--- src/hw/rtl/lfsm_pkg.sv ---
// ----------------------------------------------------------------------------
// lfsm_pkg
// Shared types and codes for the LED feedback sequencer.
// ----------------------------------------------------------------------------
package lfsm_pkg;

  // input operations (s_tuser)
  localparam logic [2:0] OP_TICK     = 3'd0;
  localparam logic [2:0] OP_PRESENCE = 3'd1;
  localparam logic [2:0] OP_SUCCESS  = 3'd2;
  localparam logic [2:0] OP_ERROR    = 3'd3;
  localparam logic [2:0] OP_BUSY     = 3'd4;
  localparam logic [2:0] OP_STANDBY  = 3'd5;

  // result actions (m_tuser)
  localparam logic [2:0] ACT_NONE  = 3'd0;
  localparam logic [2:0] ACT_SOLID = 3'd1;
  localparam logic [2:0] ACT_BLINK = 3'd2;
  localparam logic [2:0] ACT_CLEAR = 3'd3;
  localparam logic [2:0] ACT_FRAME = 3'd4;

  // modes
  localparam logic [1:0] MODE_OFF     = 2'd0;
  localparam logic [1:0] MODE_BLINK   = 2'd1;
  localparam logic [1:0] MODE_SUCCESS = 2'd2;
  localparam logic [1:0] MODE_ERROR   = 2'd3;

  // register indexes
  localparam logic [2:0] REG_TIMEOUT   = 3'd0;
  localparam logic [2:0] REG_SUCC_COL  = 3'd1;
  localparam logic [2:0] REG_ERR_COL   = 3'd2;
  localparam logic [2:0] REG_BLINK_EN  = 3'd3;
  localparam logic [2:0] REG_BLINK_CNT = 3'd4;
  localparam logic [2:0] REG_BLINK_HALF = 3'd5;

  localparam int unsigned ADDR_W = 5;

  // timing constants in ms, and the blink count limit MAX_BLINKS
  localparam int unsigned GRACE_MS    = 200;
  localparam int unsigned REFRESH_MS  = 25;
  localparam int unsigned MIN_HALF_MS = 25;
  localparam int unsigned BLOCK_MS    = 2;
  localparam int unsigned MAX_BLINKS  = 10;
  localparam int unsigned DEBOUNCE_MS = 200;
  localparam int unsigned FRAME_MS    = 25;

  // blink half-period index, up to twice MAX_BLINKS
  localparam int unsigned BLINK_IV_W = 5;

  typedef struct packed {
    logic [19:0] linger_ms;
    logic [23:0] success_color;
    logic [23:0] error_color;
    logic        blink_enable;
    logic [3:0]  blink_count;
    logic [15:0] blink_half_ms;
  } cfg_t;

  typedef struct packed {
    logic [2:0]  action;
    logic [23:0] color;
    logic [31:0] frame_time;
    logic [1:0]  mode;
  } res_t;

endpackage

--- src/hw/rtl/lfsm_cfg.sv ---
// ----------------------------------------------------------------------------
// lfsm_cfg
// Register file behind the APB-style configuration port.
// ----------------------------------------------------------------------------
module lfsm_cfg (
  input  logic                        clk,
  input  logic                        rst,
  input  logic                        psel,
  input  logic                        penable,
  input  logic                        pwrite,
  input  logic [lfsm_pkg::ADDR_W-1:0] paddr,
  input  logic [31:0]                 pwdata,
  output logic [31:0]                 prdata,
  output logic                        pready,
  output lfsm_pkg::cfg_t              cfg
);

  logic [2:0] reg_idx;
  logic       wr_en;
  logic [3:0] cnt_clamped;

  assign pready  = 1'b1;
  assign reg_idx = paddr[4:2];
  assign wr_en   = psel && penable && pwrite && pready;
  assign cnt_clamped = (pwdata[3:0] > 4'(lfsm_pkg::MAX_BLINKS)) ?
                       4'(lfsm_pkg::MAX_BLINKS) : pwdata[3:0];

  always_ff @(posedge clk) begin
    if (rst) begin
      cfg.linger_ms     <= 20'd6000;
      cfg.success_color <= 24'h00FF00;
      cfg.error_color   <= 24'hFF0000;
      cfg.blink_enable  <= 1'b1;
      cfg.blink_count   <= 4'd3;
      cfg.blink_half_ms <= 16'd150;
    end else if (wr_en) begin
      case (reg_idx)
        lfsm_pkg::REG_TIMEOUT:    cfg.linger_ms     <= pwdata[19:0];
        lfsm_pkg::REG_SUCC_COL:   cfg.success_color <= pwdata[23:0];
        lfsm_pkg::REG_ERR_COL:    cfg.error_color   <= pwdata[23:0];
        lfsm_pkg::REG_BLINK_EN:   cfg.blink_enable  <= pwdata[0];
        lfsm_pkg::REG_BLINK_CNT:  cfg.blink_count   <= cnt_clamped;
        lfsm_pkg::REG_BLINK_HALF: cfg.blink_half_ms <= pwdata[15:0];
        default: ;
      endcase
    end
  end

  always_comb begin
    case (reg_idx)
      lfsm_pkg::REG_TIMEOUT:    prdata = 32'(cfg.linger_ms);
      lfsm_pkg::REG_SUCC_COL:   prdata = 32'(cfg.success_color);
      lfsm_pkg::REG_ERR_COL:    prdata = 32'(cfg.error_color);
      lfsm_pkg::REG_BLINK_EN:   prdata = 32'(cfg.blink_enable);
      lfsm_pkg::REG_BLINK_CNT:  prdata = 32'(cfg.blink_count);
      lfsm_pkg::REG_BLINK_HALF: prdata = 32'(cfg.blink_half_ms);
      default:                  prdata = 32'd0;
    endcase
  end

endmodule

--- src/hw/rtl/lfsm_core.sv ---
// ----------------------------------------------------------------------------
// lfsm_core
// Sequencer state and the next-state / result logic for one item.
// ----------------------------------------------------------------------------
module lfsm_core #(
  parameter int unsigned TIME_BITS = 32
) (
  input  logic           clk,
  input  logic           rst,
  input  logic           fire,
  input  logic [2:0]     operation,
  input  logic           present,
  input  logic [15:0]    pause_ms,
  input  logic           standby_on,
  input  lfsm_pkg::cfg_t cfg,
  output lfsm_pkg::res_t res
);

  localparam int unsigned IW = lfsm_pkg::BLINK_IV_W;

  logic [TIME_BITS-1:0] time_now, time_now_next;
  logic [1:0]           mode_reg, mode_reg_next;
  logic                 tag_held, tag_held_next;
  logic [TIME_BITS-1:0] last_seen_time, last_seen_time_next;
  logic [TIME_BITS-1:0] release_time, release_time_next;
  logic                 hold_active, hold_active_next;
  logic [23:0]          hold_color, hold_color_next;
  logic [TIME_BITS-1:0] last_refresh_time, last_refresh_time_next;
  logic [15:0]          blink_period_used, blink_period_used_next;
  logic [15:0]          blink_sub, blink_sub_next;   // ms into current half period
  logic [IW-1:0]        blink_iv, blink_iv_next;     // half periods elapsed
  logic [TIME_BITS-1:0] last_success_time, last_success_time_next;
  logic [TIME_BITS-1:0] idle_block_until, idle_block_until_next;
  logic [TIME_BITS-1:0] busy_pause_until, busy_pause_until_next;
  logic [TIME_BITS-1:0] last_pulse_time, last_pulse_time_next;
  logic                 standby_flag, standby_flag_next;
  logic                 pulse_enabled, pulse_enabled_next;

  logic [TIME_BITS-1:0] tick_now;
  logic [TIME_BITS-1:0] since_release;
  logic                 timed_out;
  logic                 refresh_due;
  logic [16:0]          sub_inc;
  logic                 blink_wrap;
  logic [IW-1:0]        iv_inc;
  logic                 blink_done;
  logic                 idle_blocked;
  logic                 frame_due;
  logic [TIME_BITS-1:0] pulse_step;
  logic                 seen_stale;
  logic                 success_early;
  logic [TIME_BITS-1:0] busy_until;
  logic [15:0]          half_used;
  logic [63:0]          pulse_wide;
  logic                 is_solid;

  assign tick_now    = time_now + TIME_BITS'(1);
  assign is_solid    = (mode_reg == lfsm_pkg::MODE_SUCCESS) ||
                       (mode_reg == lfsm_pkg::MODE_ERROR);
  // elapsed time wraps at TIME_BITS before it is compared
  assign since_release = tick_now - release_time;
  assign timed_out   = (release_time != '0) &&
                       (64'(since_release) >= 64'(cfg.linger_ms));
  assign refresh_due = (tick_now - last_refresh_time) >= TIME_BITS'(lfsm_pkg::REFRESH_MS);
  assign sub_inc     = {1'b0, blink_sub} + 17'd1;
  assign blink_wrap  = sub_inc == {1'b0, blink_period_used};
  assign iv_inc      = blink_iv + IW'(blink_wrap);
  assign blink_done  = iv_inc >= {1'b0, cfg.blink_count} << 1;
  assign idle_blocked = (tick_now < idle_block_until) || (tick_now < busy_pause_until);
  assign frame_due   = (tick_now - last_pulse_time) >= TIME_BITS'(lfsm_pkg::FRAME_MS);
  assign pulse_step  = last_pulse_time + TIME_BITS'(lfsm_pkg::FRAME_MS);
  assign pulse_wide  = 64'(pulse_step);
  assign seen_stale  = (time_now - last_seen_time) > TIME_BITS'(lfsm_pkg::GRACE_MS);
  assign success_early = (time_now - last_success_time) <
                         TIME_BITS'(lfsm_pkg::DEBOUNCE_MS);
  assign busy_until  = time_now + TIME_BITS'(pause_ms);
  assign half_used   = (cfg.blink_half_ms < 16'(lfsm_pkg::MIN_HALF_MS)) ?
                       16'(lfsm_pkg::MIN_HALF_MS) : cfg.blink_half_ms;

  always_comb begin
    time_now_next          = time_now;
    mode_reg_next          = mode_reg;
    tag_held_next          = tag_held;
    last_seen_time_next    = last_seen_time;
    release_time_next      = release_time;
    hold_active_next       = hold_active;
    hold_color_next        = hold_color;
    last_refresh_time_next = last_refresh_time;
    blink_period_used_next = blink_period_used;
    blink_sub_next         = blink_sub;
    blink_iv_next          = blink_iv;
    last_success_time_next = last_success_time;
    idle_block_until_next  = idle_block_until;
    busy_pause_until_next  = busy_pause_until;
    last_pulse_time_next   = last_pulse_time;
    standby_flag_next      = standby_flag;
    pulse_enabled_next     = pulse_enabled;
    res.action             = lfsm_pkg::ACT_NONE;
    res.color              = 24'd0;
    res.frame_time         = 32'd0;

    case (operation)
      lfsm_pkg::OP_TICK: begin
        time_now_next = tick_now;
        if (!standby_flag) begin
          if (is_solid) begin
            if (tag_held) begin
              release_time_next = '0;
            end
            if (!tag_held && timed_out) begin
              mode_reg_next         = lfsm_pkg::MODE_OFF;
              hold_active_next      = 1'b0;
              release_time_next     = '0;
              last_pulse_time_next  = tick_now - TIME_BITS'(lfsm_pkg::FRAME_MS);
              idle_block_until_next = tick_now + TIME_BITS'(lfsm_pkg::BLOCK_MS);
            end else if (hold_active && refresh_due) begin
              last_refresh_time_next = tick_now;
              res.action             = lfsm_pkg::ACT_SOLID;
              res.color              = hold_color;
            end
          end else if (mode_reg == lfsm_pkg::MODE_BLINK) begin
            blink_sub_next = blink_wrap ? 16'd0 : sub_inc[15:0];
            blink_iv_next  = iv_inc;
            if (blink_wrap) begin
              res.action = lfsm_pkg::ACT_BLINK;
              res.color  = iv_inc[0] ? 24'd0 : cfg.success_color;
            end
            if (blink_done) begin
              // last edge and the switch to solid land together
              mode_reg_next          = lfsm_pkg::MODE_SUCCESS;
              hold_active_next       = 1'b1;
              hold_color_next        = cfg.success_color;
              last_refresh_time_next = '0;
              release_time_next      = tag_held ? '0 : tick_now;
              idle_block_until_next  = tick_now + TIME_BITS'(lfsm_pkg::BLOCK_MS);
              res.action             = lfsm_pkg::ACT_SOLID;
              res.color              = cfg.success_color;
            end
          end else if (!idle_blocked && frame_due) begin
            last_pulse_time_next = pulse_step;
            if (pulse_enabled) begin
              res.action     = lfsm_pkg::ACT_FRAME;
              res.frame_time = pulse_wide[31:0];
            end
          end
        end
      end

      lfsm_pkg::OP_PRESENCE: begin
        if (standby_flag && present) begin
          standby_flag_next     = 1'b0;
          pulse_enabled_next    = 1'b1;
          last_pulse_time_next  = time_now;
          idle_block_until_next = time_now + TIME_BITS'(lfsm_pkg::BLOCK_MS);
        end
        if (present) begin
          last_seen_time_next = time_now;
          if (!tag_held) begin
            tag_held_next     = 1'b1;
            release_time_next = '0;
          end
        end else if (tag_held && seen_stale) begin
          tag_held_next     = 1'b0;
          release_time_next = is_solid ? time_now : '0;
        end
      end

      lfsm_pkg::OP_SUCCESS: begin
        if (!success_early) begin
          last_success_time_next = time_now;
          if (cfg.blink_enable && (cfg.blink_count != 4'd0) &&
              (mode_reg != lfsm_pkg::MODE_BLINK)) begin
            blink_period_used_next = half_used;
            mode_reg_next          = lfsm_pkg::MODE_BLINK;
            blink_sub_next         = 16'd0;
            blink_iv_next          = '0;
            hold_active_next       = 1'b0;
            release_time_next      = '0;
            res.action             = lfsm_pkg::ACT_BLINK;
            res.color              = cfg.success_color;
          end else begin
            mode_reg_next          = lfsm_pkg::MODE_SUCCESS;
            hold_active_next       = 1'b1;
            hold_color_next        = cfg.success_color;
            last_refresh_time_next = '0;
            release_time_next      = tag_held ? '0 : time_now;
            res.action             = lfsm_pkg::ACT_SOLID;
            res.color              = cfg.success_color;
          end
        end
      end

      lfsm_pkg::OP_ERROR: begin
        mode_reg_next          = lfsm_pkg::MODE_ERROR;
        hold_active_next       = 1'b1;
        hold_color_next        = cfg.error_color;
        last_refresh_time_next = '0;
        release_time_next      = tag_held ? '0 : time_now;
        idle_block_until_next  = time_now + TIME_BITS'(lfsm_pkg::BLOCK_MS);
        res.action             = lfsm_pkg::ACT_SOLID;
        res.color              = cfg.error_color;
      end

      lfsm_pkg::OP_BUSY: begin
        if (busy_until > busy_pause_until) begin
          busy_pause_until_next = busy_until;
        end
      end

      lfsm_pkg::OP_STANDBY: begin
        if (standby_on != standby_flag) begin
          if (standby_on) begin
            standby_flag_next     = 1'b1;
            pulse_enabled_next    = 1'b0;
            hold_active_next      = 1'b0;
            tag_held_next         = 1'b0;
            release_time_next     = '0;
            mode_reg_next         = lfsm_pkg::MODE_OFF;
            idle_block_until_next = '0;
            last_pulse_time_next  = time_now - TIME_BITS'(lfsm_pkg::FRAME_MS);
            res.action            = lfsm_pkg::ACT_CLEAR;
          end else begin
            standby_flag_next     = 1'b0;
            pulse_enabled_next    = 1'b1;
            last_pulse_time_next  = time_now;
            idle_block_until_next = time_now + TIME_BITS'(lfsm_pkg::BLOCK_MS);
          end
        end
      end

      default: ;
    endcase

    res.mode = mode_reg_next;
  end

  always_ff @(posedge clk) begin
    if (rst) begin
      time_now          <= '0;
      mode_reg          <= lfsm_pkg::MODE_OFF;
      tag_held          <= 1'b0;
      last_seen_time    <= '0;
      release_time      <= '0;
      hold_active       <= 1'b0;
      hold_color        <= 24'd0;
      last_refresh_time <= '0;
      blink_period_used <= 16'd150;
      blink_sub         <= 16'd0;
      blink_iv          <= '0;
      last_success_time <= '0;
      idle_block_until  <= '0;
      busy_pause_until  <= '0;
      last_pulse_time   <= '0;
      standby_flag      <= 1'b0;
      pulse_enabled     <= 1'b1;
    end else if (fire) begin
      time_now          <= time_now_next;
      mode_reg          <= mode_reg_next;
      tag_held          <= tag_held_next;
      last_seen_time    <= last_seen_time_next;
      release_time      <= release_time_next;
      hold_active       <= hold_active_next;
      hold_color        <= hold_color_next;
      last_refresh_time <= last_refresh_time_next;
      blink_period_used <= blink_period_used_next;
      blink_sub         <= blink_sub_next;
      blink_iv          <= blink_iv_next;
      last_success_time <= last_success_time_next;
      idle_block_until  <= idle_block_until_next;
      busy_pause_until  <= busy_pause_until_next;
      last_pulse_time   <= last_pulse_time_next;
      standby_flag      <= standby_flag_next;
      pulse_enabled     <= pulse_enabled_next;
    end
  end

endmodule

--- src/hw/rtl/led_feedback_state_machine.sv ---
// ----------------------------------------------------------------------------
// led_feedback_state_machine
// Status LED sequencer for a tag reader: one action per input item.
// ----------------------------------------------------------------------------
// Takes one item per clock cycle unless the result side stalls, and returns
// exactly one result per item. An accepted item sits in an input register
// until the sequencer logic updates its state and loads the result register,
// which then offers the result on the m_ side. Both registers move
// together: the input side keeps accepting while the result register is
// free or being drained, and one more item is taken while a result waits.
// The blink phase is tracked by a per-millisecond counter and a half-period
// index instead of a divider, so every item is one pass through short logic.
// Configuration goes through the APB-style port (register i at byte 4*i)
// and must only be changed while no item is in flight. Nothing needs a
// clearing pass after reset: rst clears all but the item and result data.
// ----------------------------------------------------------------------------
module led_feedback_state_machine #(
  parameter int unsigned TIME_BITS = 32
) (
  input  logic                        clk,
  input  logic                        rst,
  // input items
  input  logic                        s_tvalid,
  output logic                        s_tready,
  input  logic [23:0]                 s_tdata,   // present[0], pause_ms[16:1],
                                                 // standby_on[17], zero pad
  input  logic [2:0]                  s_tuser,   // operation[2:0]
  // result items
  output logic                        m_tvalid,
  input  logic                        m_tready,
  output logic [63:0]                 m_tdata,   // color[23:0], frame_time[55:24],
                                                 // mode[57:56], zero pad
  output logic [2:0]                  m_tuser,   // action[2:0]
  // configuration
  input  logic                        psel,
  input  logic                        penable,
  input  logic                        pwrite,
  input  logic [lfsm_pkg::ADDR_W-1:0] paddr,
  input  logic [31:0]                 pwdata,
  output logic [31:0]                 prdata,
  output logic                        pready
);

  lfsm_pkg::cfg_t cfg;
  lfsm_pkg::res_t res;
  lfsm_pkg::res_t out_res;

  // input register
  logic        in_valid;
  logic [2:0]  in_op;
  logic        in_present;
  logic [15:0] in_pause;
  logic        in_standby;

  logic out_free;   // result register empty or draining this cycle
  logic fire;       // item in the input register is processed
  logic take;       // new item accepted

  assign out_free = !m_tvalid || m_tready;
  assign fire     = in_valid && out_free;
  assign s_tready = !in_valid || out_free;
  assign take     = s_tvalid && s_tready;

  always_ff @(posedge clk) begin
    if (rst) begin
      in_valid <= 1'b0;
    end else if (take) begin
      in_valid <= 1'b1;
    end else if (fire) begin
      in_valid <= 1'b0;
    end
  end

  always_ff @(posedge clk) begin
    if (take) begin
      in_op      <= s_tuser;
      in_present <= s_tdata[0];
      in_pause   <= s_tdata[16:1];
      in_standby <= s_tdata[17];
    end
  end

  lfsm_cfg u_cfg (
    .clk     (clk),
    .rst     (rst),
    .psel    (psel),
    .penable (penable),
    .pwrite  (pwrite),
    .paddr   (paddr),
    .pwdata  (pwdata),
    .prdata  (prdata),
    .pready  (pready),
    .cfg     (cfg)
  );

  lfsm_core #(
    .TIME_BITS (TIME_BITS)
  ) u_core (
    .clk        (clk),
    .rst        (rst),
    .fire       (fire),
    .operation  (in_op),
    .present    (in_present),
    .pause_ms   (in_pause),
    .standby_on (in_standby),
    .cfg        (cfg),
    .res        (res)
  );

  // result register
  always_ff @(posedge clk) begin
    if (rst) begin
      m_tvalid <= 1'b0;
    end else if (fire) begin
      m_tvalid <= 1'b1;
    end else if (m_tready) begin
      m_tvalid <= 1'b0;
    end
  end

  always_ff @(posedge clk) begin
    if (fire) begin
      out_res <= res;
    end
  end

  assign m_tuser = out_res.action;
  assign m_tdata = {6'd0, out_res.mode, out_res.frame_time, out_res.color};

endmodule

--- config.mk ---
export PLATFORM = sky130hd
export DESIGN_NAME = led_feedback_state_machine
export DESIGN_NICKNAME = d
export VERILOG_FILES = /design/src/hw/rtl/lfsm_pkg.sv /design/src/hw/rtl/lfsm_cfg.sv /design/src/hw/rtl/lfsm_core.sv /design/src/hw/rtl/led_feedback_state_machine.sv
export SDC_FILE = /design/constraint.sdc
export NUM_CORES = 2
export LEC_CHECK = 0
export BUFFER_PORTS_ARGS = -buffer_cell sky130_fd_sc_hd__buf_2
export CAP_MARGIN = 40
export CORE_UTILIZATION = 60
export CTS_CLUSTER_DIAMETER = 200
export DETAILED_ROUTE_END_ITERATION = 7
export GPL_TIMING_DRIVEN = 0
export PLACE_DENSITY = 0.81
export SLEW_MARGIN = 20
export SYNTH_ARGS = -nofsm -noshare
export SYNTH_HDL_FRONTEND = slang
export SYNTH_HIERARCHICAL = 1
export SYNTH_SLANG_ARGS = --single-unit
--- constraint.sdc ---
create_clock -name clk -period 17.1 [get_ports clk]
set_input_delay 2.565 -clock clk [delete_from_list [all_inputs] [get_ports clk]]
set_output_delay 2.565 -clock clk [all_outputs]
set_load 0.01 [all_outputs]
======== Word-level counts from Yosys, hierarchy flattened ========
Index checks and enable logic that the tools add are counted.
operators by class
  reductions and logical operators ........ 54
  muxes and demuxes ....................... 123
  eq/ne operators ......................... 36
  $lt $le $gt $ge ......................... 11
  bitwise logic cells ..................... 4
  add/sub/neg operators ................... 14
operator list
  cell                     number
  $mux W32                 44
  $mux W24                 8
  $pmux W32 S3             2
  $pmux W32 S5             1
  $sub A32 B32 Y32         5
  $pmux W24 S3             2
  $pmux W24 S6             1
  $pmux W32 S4             1
  $mux W16                 7
  $mux W27                 3
  $mux W26                 3
  $add A32 B2 Y32 const B  2
  $ge A32 B5 Y1 const B    2
  $lt A32 B32 Y1           2
  $sub A32 B5 Y32 const B  2
  $mux W59                 1
  $add A32 B1 Y32 const B  1
  $add A32 B16 Y32         1
  $add A32 B5 Y32 const B  1
  $ge A32 B20 Y1           1
  $gt A32 B32 Y1           1
  $gt A32 B8 Y1 const B    1
  $lt A32 B8 Y1 const B    1
  $pmux W16 S2             1
  48 further kinds         148
word-level totals
  output and inout bits ................... 102
  word-level logic and storage cells ...... 275
  input bits .............................. 71
  flip-flop bits (word level) ............. 496

======== Longest topological paths before layout ========
  depth after elaboration ................. 10
  depth in mapped cells ................... 32
  gate-level depth less buffers ........... 27

======== Hierarchy ========
The synthesis kept the hierarchy.
by module, submodules not included
  module                      area each (um^2)  sequential area each (um^2)  cells each  instances
  lfsm_core                   32,850.3          6,466.2                      4,523       1
  lfsm_cfg                    4,266.6           1,781.7                      479         1
  led_feedback_state_machine  2,615.0           2,502.4                      99          1

======== Worst setup path before layout ========
No wires, ideal clock.
  kind .................................... reg2reg
  from .................................... reg u_core.time_now[1]
  to ...................................... reg out_res (netlist bit m_tdata[10]), data pin
  period minus slack after synthesis ...... 7,254 ps
  setup slack ............................. 9,846 ps
  path buffers ............................ 3
  stages on the path, launching flop included .. 28
  data arrival time ....................... 7,122 ps
  library setup time ...................... 132 ps
  data required time ...................... 16,968 ps
  path through ............................ dfxtp_1 ha_1 clkbuf_1 nand2_1 or4_1 clkbuf_1 xnor2_1 ha_1 a21oi_1 o22ai_1 a211oi_1 o21a_1 o21ai_0 a21boi_0 xnor2_1 ha_1 a21o_1 a21o_1 a222oi_1 o21ai_0 or4_1 nor4b_1 nand4b_1 nor4_1 nor2_1 nor4_2 clkbuf_1 a221o_1
RTL lines
  element                 RTL line                           source
  start, declared         lfsm_core.sv:21                    logic [TIME_BITS-1:0] time_now, time_now_next;
  start signal, assigned  lfsm_core.sv:257                   time_now <= time_now_next;
  end signal, assigned    led_feedback_state_machine.sv:123  out_res <= res;
  end, declared           led_feedback_state_machine.sv:46   lfsm_pkg::res_t out_res;

==> summary.md <==
| Metric | Value |
|---|---|
| CP endpoint | m_tdata[20] |
| Kind of start point of the critical path | register |
| Postcts setup bufs | 0 |
| Worst R2R Start | u_core/time_now[1] |
| Post-synth ARST share | 0% |
| Global Route Usage Sum | 45.15% |
| Worst min-delay path category | register to register |
| Clock skew | 0.06459 ns |
| Port bufs | 139 |
| Final TNS setup | 0 ns |
| Placed cell count | 6155 |
| Place WS | 7.040 ns |
| Longest Clk Path Bufs | 3 |
| WP data required | 17.60 ns |
| RSZ-0062 raised after global routing | no |
| Crit path from | u_core/time_now[1] |
| First drt pass iteration count | 8 |
| Yosys warns | 6 |
| Post-route clock period utilization | 58.80% |
| Die Y | 259.3 microns |
| FP Rows | 93 |
| Vias in the first global route | 38501 |
| Fin cells | 6272 |
| RR Endpoint | m_tdata[20] |
| Later-pin clock latency in the skew report | 0.67 ns |
| Top cells by area, synth | dfxtp_1 (21%), ha_1 (9.5%), edfxtp_1 (6.2%) |
| CP Data Arrival Time | 10.55 ns |
| Vias per cell | 6.767 |
| Syn avg cell area | 7.789 sq um |
| Hold_buf cts | 0 |
| Die Wd | 259.3 microns |
| Power per cell area | 66.35 mW/mm^2 |
| Top Ports | 173 |
| DRT Wirelength | 158200 microns |
| Setup ws final | 7.045 ns |
| Status | finished, final reports clean |
| # DRC | 0 |
| GP Congestion | 1.047 |
| Initial Utilization | 61.19% |
| Largest net degree at the start of global routing | 53 |
| Ys flop type | dfxtp_1 |
| DRT iter0 DRCs | 5783 |
| Area of the core | 0.06493 sq mm |
| Flop and latch count out of synthesis | 496 |
| Largest Register | u_cfg/cfg |
| Post-Syn Area | 0.03973 sq mm |
| Max Cap Viol | 0 |
| # resized after CTS | 0 |
| Max reg flops | 89 |
| Peak Freq | 0.09946 GHz |
| Fin. max-slew vios | 0 |
| Initial antenna violation count | 2 |
| Setup Viol. Count Final | 0 |
| Die area | 0.06725 sq mm |
| H-Tree Depth | 2 |
| Worst Reg-to-Reg Cells | 24 |
| DR vias | 42444 |
| Hold_ws | 0.4571 ns |
| CTS Sinks | 496 |
| Synth cell types | 103 |
| Avg WL per Cell | 25.22 microns |
| Area Growth Syn to Fin | 11.75% |
| Yosys top cell area share | 20.86% |
| Slew @ Worst Pin | 1.004 ns |
| Setup CP Type | register to register |
| Final Hold Fails | 0 |
| Register area share after synthesis | 27.06% |
| CTS tree | built |
| Post-DRT Antenna Nets | 0 |
| Fin crit period | 10.05 ns |
| HPWL Detailed | 122400 microns |
| Clk root buf | clkbuf_16 |
| Max IR drop VDD | 0.00008284 V |
| Crit end category | register |
| First-pass GRT wire length | 232900 microns |
| Area leader, netlist | dfxtp_1 |
| Power Total | 2946 uW |
| Layout net count | 5748 |
| LEAKAGE | 0.01858 uW |
| Clock-pin slew on the worst setup and hold paths | 0.06 ns |
| Share of layout cells above drive strength 1 | 9.306% |
| R2r setup slk | 7.05 ns |
| Grt ovf | 0 |
| Total CTS buffers | 54 |
| EDFF count, synth | 82 |
| Mapped Cells | 5101 |
| Slew HR | 33.07% |
| CP max FO | 13 |
==> how the worst min path moves through the flow <==
stage                                   end  slack (ns)                         start  cells after the start
5_1_grt           u_core/last_seen_time[29]        0.48     u_core/last_seen_time[29]                      2
3_3_place_gp      u_core/last_seen_time[11]        0.44     u_core/last_seen_time[11]                      2
2_1_floorplan    u_core/idle_block_until[0]        0.43    u_core/idle_block_until[0]                      2
4_1_cts            u_core/last_seen_time[7]        0.46      u_core/last_seen_time[7]                      2
3_5_place_dp     u_core/idle_block_until[0]        0.45    u_core/idle_block_until[0]                      2
6_report       u_core/last_refresh_time[30]        0.46  u_core/last_refresh_time[30]                      2
==> Yosys cell counts, types with 36 or more instances <==
library cell and instances:
a31o_2 56, a21oi_1 366, a211oi_1 108, xnor2_1 218, o21ai_0 210, inv_1 336, nand2b_1 65, nor2_1 399
clkbuf_1 258, xor2_1 99, nand3_1 113, ha_1 302, o31ai_1 41, edfxtp_1 82, a22oi_1 38, nor2b_1 85
nand2_1 488, buf_2 44, o211ai_1 38, a31oi_1 36, and3_1 60, a221oi_1 41, nand4_1 102, a21o_1 76
dfxtp_1 414, nor3_1 211, mux2i_1 172, nor4_1 64
==> stage by stage <==
| stage | utilization (%) | area, sq um |
|---|---|---|
| 6_report | 68.38 | 44400 |
| 5_1_grt | 68.38 | 44400 |
| 4_1_cts | 68.23 | 44300 |
| 3_5_place_dp | 65.27 | 42380 |
| 3_3_place_gp | 63.98 | 41540 |
| 2_1_floorplan | - | 39780 |
==> report_power, final <==
part | switching, uW | leakage, uW | internal, uW
combinational | 285 | 0.0135 | 164
sequential | 13.4 | 0.00414 | 1210
clock | 542 | 0.000926 | 733
total | 840 | 0.0186 | 2110
==> worst max-delay path, stage by stage, from the launching register on <==
cell,delay (ns)
dfxtp_1,0.94
ha_1,0.28
clkbuf_1,0.43
nand2_1,0.33
or4_1,0.46
clkbuf_1,0.19
o31a_1,0.27
nor2_1,0.23
clkinv_1,0.80
ha_1,0.79
nand3_1,0.13
o311ai_0,0.87
xor2_1,0.15
ha_1,0.38
a222oi_1,0.33
o21ai_0,0.17
or4_1,0.55
nor4b_1,0.29
nand4b_1,0.13
nor4_1,0.26
clkbuf_2,0.22
nor2_1,0.11
nor4_2,0.71
clkbuf_1,0.54
a221o_1,0.31
==> cells in the final DEF (no fill, tap or decap), drive strengths merged, types with 60 or more instances in the layout <==
| cell type | synthesis | final |
|---|---|---|
| xor2 | 100 | 100 |
| inv | 338 | 343 |
| nand4 | 105 | 105 |
| clkbuf | 258 | 335 |
| ha | 302 | 302 |
| nor2 | 400 | 400 |
| mux2i | 172 | 172 |
| nand3 | 113 | 113 |
| and3 | 60 | 60 |
| edfxtp | 82 | 82 |
| a211oi | 108 | 108 |
| nand2b | 65 | 65 |
| xnor2 | 218 | 218 |
| nor2b | 85 | 85 |
| nor3 | 212 | 212 |
| dfxtp | 414 | 414 |
| a21oi | 368 | 368 |
| nor4 | 67 | 67 |
| nand2 | 488 | 488 |
| o21ai | 217 | 217 |
| buf | 86 | 282 |
| a21o | 76 | 76 |
==> routing by layer <==
layer	wire [microns]	GRT usage, %	share of wire, %
met1	60760	57.51	38
met2	66540	69.42	42
met3	19250	10.87	12
met4	11590	26.31	7.3
met5	11	0	0.0070
==> cell type report <==
cell class                 count  area (sq um)
multi-input combinational   3929         26490
fill                        5435         20530
sequential                   496         10750
clock buffer                  72          1543
buffer                       344          1468
timing repair buffer         201          1403
inverter                     344          1291
tap                          855          1070
clock inverter                30         382.9
antenna                        1         2.502
==> kinds of logic after synthesis <==
family | count (synthesis) | share of synthesized area (%)
muxes | 183 | 4.645
DFF | 496 | 27.06
xor gates and xnor gates | 319 | 7.085
other | 3 | 0.02834
and+or+nand+nor | 1805 | 22.68
adders and majority gates | 307 | 9.762
AOI/OAI and AO/OA | 1300 | 21.81
buffers and inverters | 688 | 6.931
Note: power is estimated with default switching activity, not from simulation.
